`config.mk`:
```
export PLATFORM = sky130hd
export DESIGN_NAME = utf8_sequence_decoder_core
export DESIGN_NICKNAME = d
export VERILOG_FILES = /design/src/u8d_pkg.sv /design/src/u8d_lane.sv /design/src/u8d_merge.sv /design/src/utf8_sequence_decoder_core.sv
export SDC_FILE = /design/constraint.sdc
export NUM_CORES = 1
export LEC_CHECK = 0
export BUFFER_PORTS_ARGS = -buffer_cell sky130_fd_sc_hd__buf_2
export CORE_MARGIN = 2
export CORE_UTILIZATION = 45
export CTS_CLUSTER_DIAMETER = 80
export DETAILED_ROUTE_END_ITERATION = 10
export HOLD_SLACK_MARGIN = 0.15
export PLACE_DENSITY = 0.71
export SYNTH_ARGS = -nofsm -noshare
export SYNTH_HDL_FRONTEND = slang
export SYNTH_SLANG_ARGS = --single-unit
```
`constraint.sdc`:
```
create_clock -name clk -period 2.8 [get_ports clk]
set_input_delay 0.56 -clock clk [delete_from_list [all_inputs] [get_ports clk]]
set_output_delay 0.56 -clock clk [all_outputs]
set_load 0.01 [all_outputs]
```
`src/u8d_pkg.sv`:
```
// Shared types and constants for the UTF-8 sequence decoder.
package u8d_pkg;

  localparam int unsigned NUM_LANES = 4;

  localparam logic [1:0] ST_OK         = 2'd0;
  localparam logic [1:0] ST_INVALID    = 2'd1;
  localparam logic [1:0] ST_INCOMPLETE = 2'd2;

  localparam logic [20:0] REPLACEMENT_CP = 21'h00FFFD;
  localparam logic [20:0] SURR_LO        = 21'h00D800;
  localparam logic [20:0] SURR_HI        = 21'h00DFFF;
  localparam logic [20:0] CP_MAX         = 21'h10FFFF;
  localparam logic [20:0] MIN_LEN2       = 21'h000080;
  localparam logic [20:0] MIN_LEN3       = 21'h000800;
  localparam logic [20:0] MIN_LEN4       = 21'h010000;
  localparam logic [20:0] MAX_LEN1       = 21'h00007F;
  localparam logic [20:0] MAX_LEN2       = 21'h0007FF;
  localparam logic [20:0] MAX_LEN3       = 21'h00FFFF;

  localparam logic [2:0] LEN_BAD = 3'd0;
  localparam logic [2:0] LEN_1   = 3'd1;
  localparam logic [2:0] LEN_2   = 3'd2;
  localparam logic [2:0] LEN_3   = 3'd3;
  localparam logic [2:0] LEN_4   = 3'd4;

  typedef struct packed {
    logic [7:0] lead_byte;
    logic [7:0] second_byte;
    logic [7:0] third_byte;
    logic [7:0] fourth_byte;
    logic [2:0] bytes_available;
  } in_item_t;

  typedef struct packed {
    logic [20:0] code_point;
    logic [2:0]  bytes_consumed;
    logic [1:0]  decode_status;
  } out_item_t;

  // What one lane learns about its byte.
  typedef struct packed {
    logic       cont;
    logic [2:0] lead_len;
    logic [6:0] lead_bits;
    logic [5:0] tail_bits;
  } lane_info_t;

endpackage

```
`src/u8d_lane.sv`:
```
// One byte lane: classifies a stream byte as lead or continuation and extracts its bits.
module u8d_lane (
  input  logic [7:0]          data_byte,
  output u8d_pkg::lane_info_t info
);

  always_comb begin
    info.cont      = (data_byte[7:6] == 2'b10);
    info.tail_bits = data_byte[5:0];
    if (data_byte[7] == 1'b0) begin
      info.lead_len  = u8d_pkg::LEN_1;
      info.lead_bits = data_byte[6:0];
    end else if (data_byte[7:5] == 3'b110) begin
      info.lead_len  = u8d_pkg::LEN_2;
      info.lead_bits = {2'b00, data_byte[4:0]};
    end else if (data_byte[7:4] == 4'b1110) begin
      info.lead_len  = u8d_pkg::LEN_3;
      info.lead_bits = {3'b000, data_byte[3:0]};
    end else if (data_byte[7:3] == 5'b11110) begin
      info.lead_len  = u8d_pkg::LEN_4;
      info.lead_bits = {4'b0000, data_byte[2:0]};
    end else begin
      info.lead_len  = u8d_pkg::LEN_BAD;
      info.lead_bits = 7'd0;
    end
  end

endmodule

```
`src/u8d_merge.sv`:
```
// Merge stage: combines the lane findings into one decoded result.
module u8d_merge (
  input  u8d_pkg::lane_info_t [3:0] lanes,
  input  logic [2:0]                avail,
  output u8d_pkg::out_item_t        result
);

  logic [2:0]  len;
  logic [20:0] value;
  logic        range_bad;

  assign len = lanes[0].lead_len;

  always_comb begin
    case (len)
      u8d_pkg::LEN_1: value = {14'd0, lanes[0].lead_bits};
      u8d_pkg::LEN_2: value = {10'd0, lanes[0].lead_bits[4:0], lanes[1].tail_bits};
      u8d_pkg::LEN_3: value = {5'd0, lanes[0].lead_bits[3:0], lanes[1].tail_bits,
                               lanes[2].tail_bits};
      default:        value = {lanes[0].lead_bits[2:0], lanes[1].tail_bits,
                               lanes[2].tail_bits, lanes[3].tail_bits};
    endcase
  end

  always_comb begin
    case (len)
      u8d_pkg::LEN_1: range_bad = (value > u8d_pkg::MAX_LEN1);
      u8d_pkg::LEN_2: range_bad = (value < u8d_pkg::MIN_LEN2) ||
                                  (value > u8d_pkg::MAX_LEN2);
      u8d_pkg::LEN_3: range_bad = (value < u8d_pkg::MIN_LEN3) ||
                                  (value > u8d_pkg::MAX_LEN3);
      default:        range_bad = (value < u8d_pkg::MIN_LEN4) ||
                                  (value > u8d_pkg::CP_MAX);
    endcase
    if (value >= u8d_pkg::SURR_LO && value <= u8d_pkg::SURR_HI) begin
      range_bad = 1'b1;
    end
  end

  always_comb begin
    result.code_point     = u8d_pkg::REPLACEMENT_CP;
    result.bytes_consumed = 3'd0;
    result.decode_status  = u8d_pkg::ST_INCOMPLETE;
    if (avail == 3'd0) begin
      result.decode_status = u8d_pkg::ST_INCOMPLETE;
    end else if (len == u8d_pkg::LEN_BAD) begin
      result.bytes_consumed = 3'd1;
      result.decode_status  = u8d_pkg::ST_INVALID;
    end else if (len > 3'd1 && avail > 3'd1 && !lanes[1].cont) begin
      // The first byte that should continue the sequence does not.
      result.bytes_consumed = 3'd1;
      result.decode_status  = u8d_pkg::ST_INVALID;
    end else if (len > 3'd2 && avail > 3'd2 && !lanes[2].cont) begin
      result.bytes_consumed = 3'd2;
      result.decode_status  = u8d_pkg::ST_INVALID;
    end else if (len > 3'd3 && avail > 3'd3 && !lanes[3].cont) begin
      result.bytes_consumed = 3'd3;
      result.decode_status  = u8d_pkg::ST_INVALID;
    end else if (avail < len) begin
      result.decode_status = u8d_pkg::ST_INCOMPLETE;
    end else if (range_bad) begin
      result.bytes_consumed = len;
      result.decode_status  = u8d_pkg::ST_INVALID;
    end else begin
      result.code_point     = value;
      result.bytes_consumed = len;
      result.decode_status  = u8d_pkg::ST_OK;
    end
  end

endmodule

```
`src/utf8_sequence_decoder_core.sv`:
```
// Top level of the UTF-8 sequence decoder: byte lanes, merge stage and output register.
//
// The decoder takes one transaction per clock while in_stall is low: up to four bytes
// from the head of a byte stream plus a count of how many are real, and returns one
// transaction with the decoded code point, the number of bytes to drop from the stream,
// and a status (ok, invalid, or incomplete, which asks for more bytes and consumes none).
// Invalid and incomplete results carry 0xFFFD. Counts above four are treated as four.
// In the block, four identical byte lanes classify their bytes into a lane register,
// and a merge stage folds the lane findings into the output register. Throughput is
// one transaction every cycle; the pipeline keeps moving as long as the output register
// is empty or being taken, and in_stall rises only when both stages hold a transaction
// and the output side is stalling. There is no configuration and no state beyond the
// two pipeline stages, so nothing needs to be cleared after reset.
module utf8_sequence_decoder_core (
  input  logic               clk,
  input  logic               rst_n,
  input  logic               in_valid,
  output logic               in_stall,
  input  u8d_pkg::in_item_t  in_data,
  output logic               out_valid,
  input  logic               out_stall,
  output u8d_pkg::out_item_t out_data
);

  u8d_pkg::lane_info_t [3:0] lane_info;
  logic [2:0]                avail_clamped;

  // Lane stage registers.
  logic                      s1_valid_r;
  logic                      s1_valid_nxt;
  u8d_pkg::lane_info_t [3:0] s1_lanes_r;
  logic [2:0]                s1_avail_r;

  // Output register.
  logic                      out_valid_r;
  logic                      out_valid_nxt;
  u8d_pkg::out_item_t        out_data_r;
  u8d_pkg::out_item_t        merged;

  logic                      s2_free;
  logic                      s1_adv;
  logic                      in_accept;

  u8d_lane u_lane0 (.data_byte(in_data.lead_byte),   .info(lane_info[0]));
  u8d_lane u_lane1 (.data_byte(in_data.second_byte), .info(lane_info[1]));
  u8d_lane u_lane2 (.data_byte(in_data.third_byte),  .info(lane_info[2]));
  u8d_lane u_lane3 (.data_byte(in_data.fourth_byte), .info(lane_info[3]));

  // Counts of five to seven mean the same as four.
  assign avail_clamped = (in_data.bytes_available > 3'd4) ? 3'd4 : in_data.bytes_available;

  u8d_merge u_merge (
    .lanes (s1_lanes_r),
    .avail (s1_avail_r),
    .result(merged)
  );

  // The output register can take a new result when it is empty or being drained.
  assign s2_free   = !out_valid_r || !out_stall;
  assign s1_adv    = s1_valid_r && s2_free;
  assign in_stall  = s1_valid_r && !s2_free;
  assign in_accept = in_valid && !in_stall;

  always_comb begin
    s1_valid_nxt = s1_valid_r;
    if (in_accept) begin
      s1_valid_nxt = 1'b1;
    end else if (s1_adv) begin
      s1_valid_nxt = 1'b0;
    end
  end

  always_comb begin
    out_valid_nxt = out_valid_r && out_stall;
    if (s1_adv) begin
      out_valid_nxt = 1'b1;
    end
  end

  always_ff @(posedge clk) begin
    if (!rst_n) begin
      s1_valid_r  <= 1'b0;
      out_valid_r <= 1'b0;
    end else begin
      s1_valid_r  <= s1_valid_nxt;
      out_valid_r <= out_valid_nxt;
    end
  end

  always_ff @(posedge clk) begin
    if (in_accept) begin
      s1_lanes_r <= lane_info;
      s1_avail_r <= avail_clamped;
    end
    if (s1_adv) begin
      out_data_r <= merged;
    end
  end

  assign out_valid = out_valid_r;
  assign out_data  = out_data_r;

endmodule

```
==> impl_results.md, run 1 <==
* Syn_nets at 251
* Share of power burned in registers at 0.569
* Total power at 1.96 mW
* CP max FO at 13
* # port buffers at 66
* Initial Utilization at 0.473
* Reg2Reg Capture Point: out_data[9]
* First-pass detailed-route iteration total at 4
* Maximum clock rate at 0.400 GHz
* CP Class: reg -> reg
* Critical Path AT at 2.69 ns
* FF/Latch Area at 0.00184 mm2
* RSZ-0062 raised after global routing: no
* Maxcap violations at 0
* Core area at 0.00599 mm2
* Post-Layout Inst Area at 0.00343 mm2
* # hold bufs at CTS at 0
* Post-CTS resize count at 0
* Hold wc startpoint: in_data[23]
* Io pins at 67
* Synth top area share at 0.636
* Startpoint Class: flop
* Leak at 1.27 nW
* First-pass GRT wire length at 9300 um
* Max clock buf depth at 2
* Synthesized area per cell at 13.5 um2
* Netlist cell types at 44
* Area leader, netlist: edfxtp_1
* Final hold vios at 0
* Synth Register Bits at 62
* Clk_lat worst skew at 0.33 ns
* Hold Crit Depth at 1
* CTS root buffer: clkbuf_8
* Synth top cells by count: edfxtp_1 (60), a21oi_1 (16), nor2b_1 (13)
* EDFF count, synth at 60
* Int Power at 1.50 mW
* Setup_tns at 0 ns
* Post-CTS setup buffers at 0
* Main synth FF type: edfxtp_1
* Synth area leaders: edfxtp_1 (64%), nor2b_1 (2.9%), a21oi_1 (2.8%), mux2i_1 (2.1%), a22oi_1 (2.1%)
* Hpwl dp at 3970 um
* Multi-input logic area at 923 um2
* R2R Path Start: s1_lanes_r[13]
* Peak supply drop at 0.263 mV
* Hold EP: s1_lanes_r[21]
* Total Routing Usage GR at 0.171
* Routed WL at 5520 um
* Power Density at 572 mW/mm2
* Initial antenna violation count at 0
* Synthesized area at 0.00283 mm2
* Net Sw Power at 0.458 mW
* Vias in the first global route at 1920
* Clock tree sinks at 62
* RD Place Congestion at 0.892
* Clock Pin Slew Worst Setup and Hold Paths at 0.06 ns
* Layout cell share with drive strength beyond 1 at 0.347
* Die area at 0.00695 mm2
* Combinational share of power at 0.120
* CTS H-Tree Depth at 3
* Net Sw Frac at 0.233
* Final worst-path cycle share at 0.893
* Rel. slew slack at 0.517
* Post-route ant nets at 0
* Most frequent cell after synthesis: edfxtp_1
* DP Area at 0.00328 mm2
* Die Height at 83.3 um
* Antenna fix cells at 0
* Drt initial violations at 217
* Grt ovf at 0
* Reg2reg path depth at 6
* CTS Buf Count at 9
* Post-Syn Instances at 210
* Required @ worst endpoint at 2.99 ns
* Layout area overhead at 21.0%
* Routed len/inst at 15.1 um
* Largest net degree at the start of global routing at 35
* Max-slew violations at 0
* Via-per-instance ratio at 5.30
* Final setup violating endpoints at 0
* Reg-to-reg slack, setup at 0.30 ns
* Worst Hold Class: in -> reg
* Sequential element share of the synthesized area at 0.650
* Clock Skew at 0.00743 ns
* Period minus WS final at 2.50 ns
* CTS tree: yes
* Status: finished, final reports clean
* Num rows at 28
* Nets at 328
* Routed via count at 1940
* DRC at 0
* Slew @ Worst Pin at 0.719 ns
* DIE WIDTH at 83.3 um
* Syn. warnings at 0
* Clock network power share at 0.311
* Crit. End Element: flop
* Asr flop ratio synth at 0
* Filler cell count in the final layout at 535
==> worst max-delay path by stage <==
| stage | startpoint | endpoint | slack, ns | cells past startpoint |
|---|---|---|---|---|
| after floorplan | out_stall | s1_avail_r[0] | 0.05 | 2 |
| after global placement | s1_lanes_r[13] | out_data[6] | 0.37 | 5 |
| after detailed placement | s1_lanes_r[13] | out_data[6] | 0.31 | 5 |
| after CTS | s1_lanes_r[13] | out_data[9] | 0.30 | 6 |
| after global routing | s1_lanes_r[13] | out_data[19] | 0.10 | 7 |
| final | s1_lanes_r[13] | out_data[9] | 0.30 | 6 |
==> cells in the final DEF, fill, tap and decap left out, types with 3 or more instances in the layout <==
cell	count
nor2b_1	12
o21ai_0	3
mux2_2	5
nand3_1	10
o2bb2ai_1	4
inv_1	4
and2_1	7
edfxtp_1	60
a22oi_1	8
buf_2	66
clkbuf_8	9
a21oi_1	16
nand2b_1	3
clkbuf_1	4
nand3b_1	5
buf_4	10
nand2_1	4
mux2i_1	6
nor3_1	7
nor2_1	9
==> kinds of logic after synthesis <==
| family | count (synthesis) | synth area share |
|---|---|---|
| muxes | 11 | 0.0411 |
| and+or+nand+nor | 73 | 0.153 |
| buffers and inverters | 14 | 0.0261 |
| DFF | 62 | 0.650 |
| xor gates and xnor gates | 1 | 0.00309 |
| adders and majority gates | 2 | 0.00883 |
| AOI/OAI and AO/OA | 47 | 0.117 |
==> worst max-delay path: stages (launching register included) <==
cell and delay [ns]:
edfxtp_1 0.73, mux2i_1 0.26, o2bb2ai_1 0.10, or4_1 0.52, a311o_1 0.45, buf_4 0.22, nand3_1 0.08
==> power groups by stage <==
stage	combinational [mW]	sequential (mW)	clock [mW]
floorplan	0.148	1.13	0
global placement	0.233	1.14	0
detailed placement	0.236	1.13	0
CTS	0.237	1.12	0.627
global route	0.265	1.12	0.670
finish	0.235	1.12	0.610
==> layer usage <==
metal,up-vias,wire length [um],track usage
met2,68,2460,0.243
met3,12,335,0.0517
met1,890,2600,0.239
met5,-,0,0
li1,970,-,-
met4,0,129,0.0835
==> per-stage QoR <==
stage / util / instances / hold WS [ns] / setup slack, ns
finish: 0.572 / 366 / 0.403 / 0.301
global route: 0.572 / 366 / 0.386 / 0.101
detailed placement: 0.547 / 351 / 0.506 / 0.308
CTS: 0.572 / 366 / 0.389 / 0.301
global placement: 0.547 / 351 / 0.476 / 0.370
floorplan: - / 210 / 0.466 / 0.0499
==> registers in the layout, summed over array words and instances, names as in the netlist <==
name,count
s1_valid_r,1
out_valid,1
out_data,26
s1_avail_r,3
s1_lanes_r,31
==> cell type report <==
cell class                 count  area share
multi-input combinational    134       0.269
timing repair buffer          76       0.118
inverter                       4     0.00438
clock buffer                  13      0.0405
clock inverter                 2     0.00292
tap                           75      0.0274
sequential                    62       0.537
(Power assumes the default switching activity.)
==> inputs of run 2 (changes only) <==
- ABC_AREA: default -> 0
- CELL_PAD_IN_SITES_DETAIL_PLACEMENT: default -> 1
- CELL_PAD_IN_SITES_GLOBAL_PLACEMENT: default -> 2
- CORE_UTILIZATION: 45 -> 32
- CTS_CLUSTER_DIAMETER: 80 -> 40
- PLACE_DENSITY: 0.71 -> default
- PLACE_DENSITY_LB_ADDON: default -> 0.1
==> run 2 against run 1 <==
Net effect: sequential cell count stayed put; total power rose by 17%; clock power up 54%; first-iteration DRC count is 64% lower; non-clock buffer count increased by 1; final area grew 4.0%; via count up 0.67%; global-route usage down 3.4 points; critical endpoint is now out_data[6]; largest power group unchanged.
==> impl_results.md, run 2 (synthesized netlist as in run 1, its figures left out) <==
* Status: finished, final reports clean
* Maximum clock rate at 0.401 GHz
* Worst path max stage delay at 0.55 ns
* CP delay by family, top: compound AO/OA/AOI/OAI gates
* Drt initial violations at 79
* Leak at 1.31 nW
* Critical path's slowest cell: edfxtp_1
* Combinational share of power at 0.105
* CP max FO at 15
* CTS Buf Count at 9
* Layout area overhead at 25.8%
* Final setup violating endpoints at 0
* Hold EP: s1_lanes_r[51]
* DIE WIDTH at 98.1 um
* Post-route ant nets at 0
* Nets at 329
* Net Sw Power at 0.521 mW
* Required @ worst endpoint at 2.90 ns
* Reg2reg path depth at 5
* Worst Hold Class: in -> reg
* Hold wc startpoint: in_data[3]
* Clock tree sinks at 62
* First-pass detailed-route iteration total at 4
* DRC at 0
* Power Density at 644 mW/mm2
* Share of power burned in registers at 0.487
* Antenna fix cells at 0
* Initial antenna violation count at 0
* CTS H-Tree Depth at 3
* Layout cell share with drive strength beyond 1 at 0.358
* Setup_tns at 0 ns
* DP Area at 0.00333 mm2
* Post-CTS setup buffers at 0
* Reg-to-reg slack, setup at 0.31 ns
* Maxcap violations at 0
* Most Crowded Layer GR: met2
* RSZ-0062 raised after global routing: no
* Filler cell count in the final layout at 938
* Largest net degree at the start of global routing at 35
* Final hold vios at 0
* Routed WL at 6270 um
* Peak supply drop at 0.225 mV
* Period minus WS final at 2.49 ns
* Net Sw Frac at 0.227
* Reg with most FFs: s1_lanes_r
* FF/Latch Area at 0.00184 mm2
* Core area at 0.00864 mm2
* Commonest non-fill, non-tap cells in the layout: buf_2 (66), edfxtp_1 (60), a21oi_1 (16), nor2b_1 (12), buf_4 (11)
* Startpoint Class: flop
* Grt ovf at 0
* Rel. slew slack at 0.641
* GRT met1 Usage at 0.181
* Initial Utilization at 0.328
* Hold Crit Depth at 1
* CP Class: reg -> reg
* Routed via count at 1953
* Clock network power share at 0.408
* Post-CTS resize count at 0
* Routed len/inst at 15.6 um
* Clock Pin Slew Worst Setup and Hold Paths at 0.07 ns
* Multi-input logic area at 923 um2
* Crit. End Element: flop
* Total Routing Usage GR at 0.137
* Die Height at 98.1 um
* Die area at 0.00962 mm2
* CTS root buffer: clkbuf_8
* Clk_lat worst skew at 0.34 ns
* Largest register FFs at 31
* First-pass GRT wire length at 10200 um
* Clock Skew at 0.00779 ns
* Post-Layout Inst Area at 0.00356 mm2
* Via-per-instance ratio at 4.87
* CTS tree: yes
* Critical Path AT at 2.59 ns
* Final worst-path cycle share at 0.891
* Max clock buf depth at 2
* Critical Path Start: s1_lanes_r[15]
* Slew @ Worst Pin at 0.537 ns
* Buf+Inv Stages, Crit Path at 0
* Most common cell after layout, fill and taps aside: buf_2
* Critical-path cell list: o21bai_4 -> o2bb2ai_1 -> or4_1 -> a311o_1 -> and3_1
* Met2 Usage GRT at 0.208
* GR Util met3 at 0.0394
* Reg2Reg Capture Point: out_data[6]
* Hpwl dp at 4780 um
* R2R Path Start: s1_lanes_r[15]
* Max-slew violations at 0
* Vias in the first global route at 2022
* Int Power at 1.77 mW
* # hold bufs at CTS at 0
* Io pins at 67
* Num rows at 34
* # port buffers at 66
* RD Place Congestion at 0.769
## run 2: cell types whose count changed in the layout (fill, tap and decap cells not counted), sizes merged
cell,previous run,this run
clkbuf,13,9
bufinv,0,3
clkinvlp,0,2
buf,76,77
## run 2: power groups by stage
stage	Sequential, mW	Combinational, mW	Clock (mW)
after floorplan	1.13	0.148	0
after global placement	1.14	0.243	0
after detailed placement	1.14	0.243	0
after CTS	1.12	0.245	0.958
after global routing	1.12	0.272	0.996
final	1.12	0.241	0.937
## run 2: final cells by class
| type | count | area share |
|---|---|---|
| Clock buffer | 9 | 0.0347 |
| Inverter | 4 | 0.00421 |
| Sequential cell | 62 | 0.517 |
| Clock inverter | 7 | 0.0316 |
| Multi-Input combinational cell | 134 | 0.259 |
| Tap cell | 108 | 0.0379 |
| Timing Repair Buffer | 77 | 0.116 |
## run 2: worst max path at each step
stage	end	slack [ns]	cells after the start
after floorplan	s1_avail_r[0]	0.05	2
after global routing	out_data[9]	0.17	6
after detailed placement	out_data[6]	0.32	5
final	out_data[6]	0.31	5
after global placement	out_data[6]	0.30	5
after CTS	out_data[6]	0.29	5
## run 2: layer usage
metal	routed length, um	part of all wire
met1	2990	0.48
met2	2810	0.45
met3	351	0.056
met4	123	0.020
met5	0	0
## run 2: metrics by stage
step	setup WS [ns]	hold slack, ns	utilization	cells	total power, mW
floorplan	0.0499	0.466	-	210	1.28
global placement	0.295	0.487	0.385	385	1.38
detailed placement	0.321	0.512	0.385	385	1.38
CTS	0.293	0.366	0.413	401	2.32
global route	0.168	0.366	0.413	401	2.39
finish	0.305	0.384	0.413	401	2.29
## run 2: worst reg2reg max path, cell delays in order, from the launching register on
cell and delay [ns]:
edfxtp_1 0.55, o21bai_4 0.32, o2bb2ai_1 0.20, or4_1 0.53, a311o_1 0.44, and3_1 0.21
==> inputs of run 3 (changes only) <==
- ABC_AREA: 0 -> 1
- CORE_UTILIZATION: 32 -> 31
- SKIP_LAST_GASP: default -> 1
- SLEW_MARGIN: default -> 0
==> run 3 against run 2 <==
Net effect: critical path depth grew 3; clock power shrank 12%; critical endpoint is now out_data[17]; largest power group unchanged; combinational power grew 27%; sequential power is essentially flat; critical path type unchanged; register-to-register slack gained 0.07 ns.
==> impl_results.md, run 3 <==
* Clock Pin Slew Worst Setup and Hold Paths at 0.07 ns
* Slew @ Worst Pin at 0.613 ns
* Initial Utilization at 0.315
* Critical-path cell list: buf_4 -> inv_1 -> nand3_2 -> o2111ai_1 -> nand2_1 -> nor3_4 -> buf_4 -> nand3b_1
* Final hold vios at 0
* Status: finished, final reports clean
* Largest register FFs at 31
* Post-Syn Instances at 287
* Power Density at 605 mW/mm2
* Total Routing Usage GR at 0.141
* Initial antenna violation count at 0
* Routed len/inst at 14.0 um
* Core area at 0.00968 mm2
* Worst hold slack at 0.387 ns
* Hold wc startpoint: in_data[6]
* Rel. slew slack at 0.589
* Maxcap violations at 0
* R2R Path Start: s1_lanes_r[13]
* Max clock buf depth at 2
* Syn_nets at 328
* Most common cell after layout, fill and taps aside: buf_2
* Hold EP: s1_lanes_r[54]
* Synth top cells by count: edfxtp_1 (60), nand2_1 (51), nor2_1 (34)
* Reg2Reg Capture Point: out_data[17]
* First-pass GRT wire length at 11100 um
* CTS tree: yes
* EDFF count, synth at 60
* Critical Path AT at 2.50 ns
* Largest net degree at the start of global routing at 35
* Period minus WS final at 2.43 ns
* Hold Crit Depth at 1
* CTS Buf Count at 9
* CTS root buffer: clkbuf_8
* Cell repeated most along the worst path: buf_4
* RSZ-0062 raised after global routing: no
* Asr flop ratio synth at 0
* Maximum clock rate at 0.412 GHz
* Peak supply drop at 0.197 mV
* RD Place Congestion at 0.754
* Routed WL at 6980 um
* DIE WIDTH at 103 um
* Final setup violating endpoints at 0
* CTS H-Tree Depth at 3
* Syn. warnings at 0
* Worst path max stage delay at 0.54 ns
* Reg with most FFs: s1_lanes_r
* Clk_lat worst skew at 0.34 ns
* Area leader, netlist: edfxtp_1
* Synth area leaders: edfxtp_1 (59%), nand2_1 (6.3%), nor2_1 (4.2%), inv_1 (3.8%), nand3_2 (3.6%)
* Critical path's slowest cell: edfxtp_1
* Num rows at 36
* Post-route ant nets at 0
* Post-CTS resize count at 0
* Io pins at 67
* Reg-to-reg slack, setup at 0.37 ns
* Synthesized area at 0.00305 mm2
* Nets at 400
* Required @ worst endpoint at 2.87 ns
* Drt initial violations at 121
* Final worst-path cycle share at 0.866
* # hold bufs at CTS at 0
* Leak at 1.55 nW
* Worst Hold Class: in -> reg
* Layout cell share with drive strength beyond 1 at 0.310
* Buf+Inv Stages, Crit Path at 3
* Routed via count at 2274
* Synth top area share at 0.590
* Post-CTS setup buffers at 0
* Sequential element share of the synthesized area at 0.603
* Commonest non-fill, non-tap cells in the layout: buf_2 (66), edfxtp_1 (60), nand2_1 (51), nor2_1 (34), inv_1 (31)
* Clock Skew at 0.0124 ns
* Grt ovf at 0
* Netlist cell types at 39
* Synth Register Bits at 62
* CP delay by family, top: buffers and inverters
* Reg2reg path depth at 8
* Setup_tns at 0 ns
* Startpoint Class: flop
* Crit. End Element: flop
* Clock tree sinks at 62
* Vias in the first global route at 2225
* # port buffers at 66
* Via-per-instance ratio at 4.58
* First-pass detailed-route iteration total at 4
* Most frequent cell after synthesis: edfxtp_1
* Main synth FF type: edfxtp_1
* Die Height at 103 um
* Hpwl dp at 5280 um
* CP max FO at 15
* DRC at 0
* Die area at 0.0107 mm2
* Synthesized area per cell at 10.6 um2
* CP Class: reg -> reg
* Layout area overhead at 21.6%
* Antenna fix cells at 0
* Max-slew violations at 0
[run 3: area by class of cell]
class | instances | area [um2]
multi-input cells | 180 | 995
clock buffers | 11 | 131
flip-flops and latches | 62 | 1840
fillers | 1119 | 5970
repair buffers | 71 | 368
inverters | 35 | 134
clock inverters | 5 | 75.1
well taps | 133 | 166
[run 3: worst max path at each step]
stage | startpoint | to | slack [ns] | cells past startpoint
2_1_floorplan | out_stall | out_data[0] | 0.55 | 1
3_3_place_gp | s1_lanes_r[13] | out_data[11] | 0.43 | 8
3_5_place_dp | s1_lanes_r[13] | out_data[17] | 0.40 | 10
4_1_cts | s1_lanes_r[13] | out_data[17] | 0.39 | 10
5_1_grt | s1_lanes_r[13] | out_data[17] | 0.16 | 10
6_report | s1_lanes_r[13] | out_data[17] | 0.37 | 8
[run 3: kinds of logic (layout without fill, tap and decap cells)]
kind of cell               count (synthesis)  count (layout)  synth area share
adders and majority gates                  2               2           0.00820
AOI/OAI and AO/OA                         36              36            0.0750
DFF                                       62              62             0.603
and+or+nand+nor                          142             142             0.241
buffers and inverters                     45             122            0.0721
[run 3: metrics by stage]
step	power, mW	cell area (um2)	utilization	std cells	setup WS [ns]
finish	2.24	3710	0.383	497	0.375
detailed placement	1.44	3500	0.362	481	0.402
floorplan	1.35	3050	-	287	0.546
CTS	2.28	3710	0.383	497	0.387
global route	2.36	3710	0.383	497	0.159
global placement	1.44	3500	0.362	481	0.427
[run 3: report_power, final]
group	total (mW)	internal [mW]	switching, mW
registers	1.11	1.08	0.0305
logic	0.306	0.108	0.198
clock network	0.825	0.497	0.328
total	2.24	1.69	0.556
[run 3: metal layers]
| layer | global-route usage | wire length [um] | vias to the layer above |
|---|---|---|---|
| met1 | 0.187 | 3310 | 1065 |
| li1 | - | - | 1149 |
| met3 | 0.0276 | 243 | 8 |
| met2 | 0.225 | 3330 | 52 |
| met5 | 0 | 0 | - |
| met4 | 0.0638 | 98 | 0 |
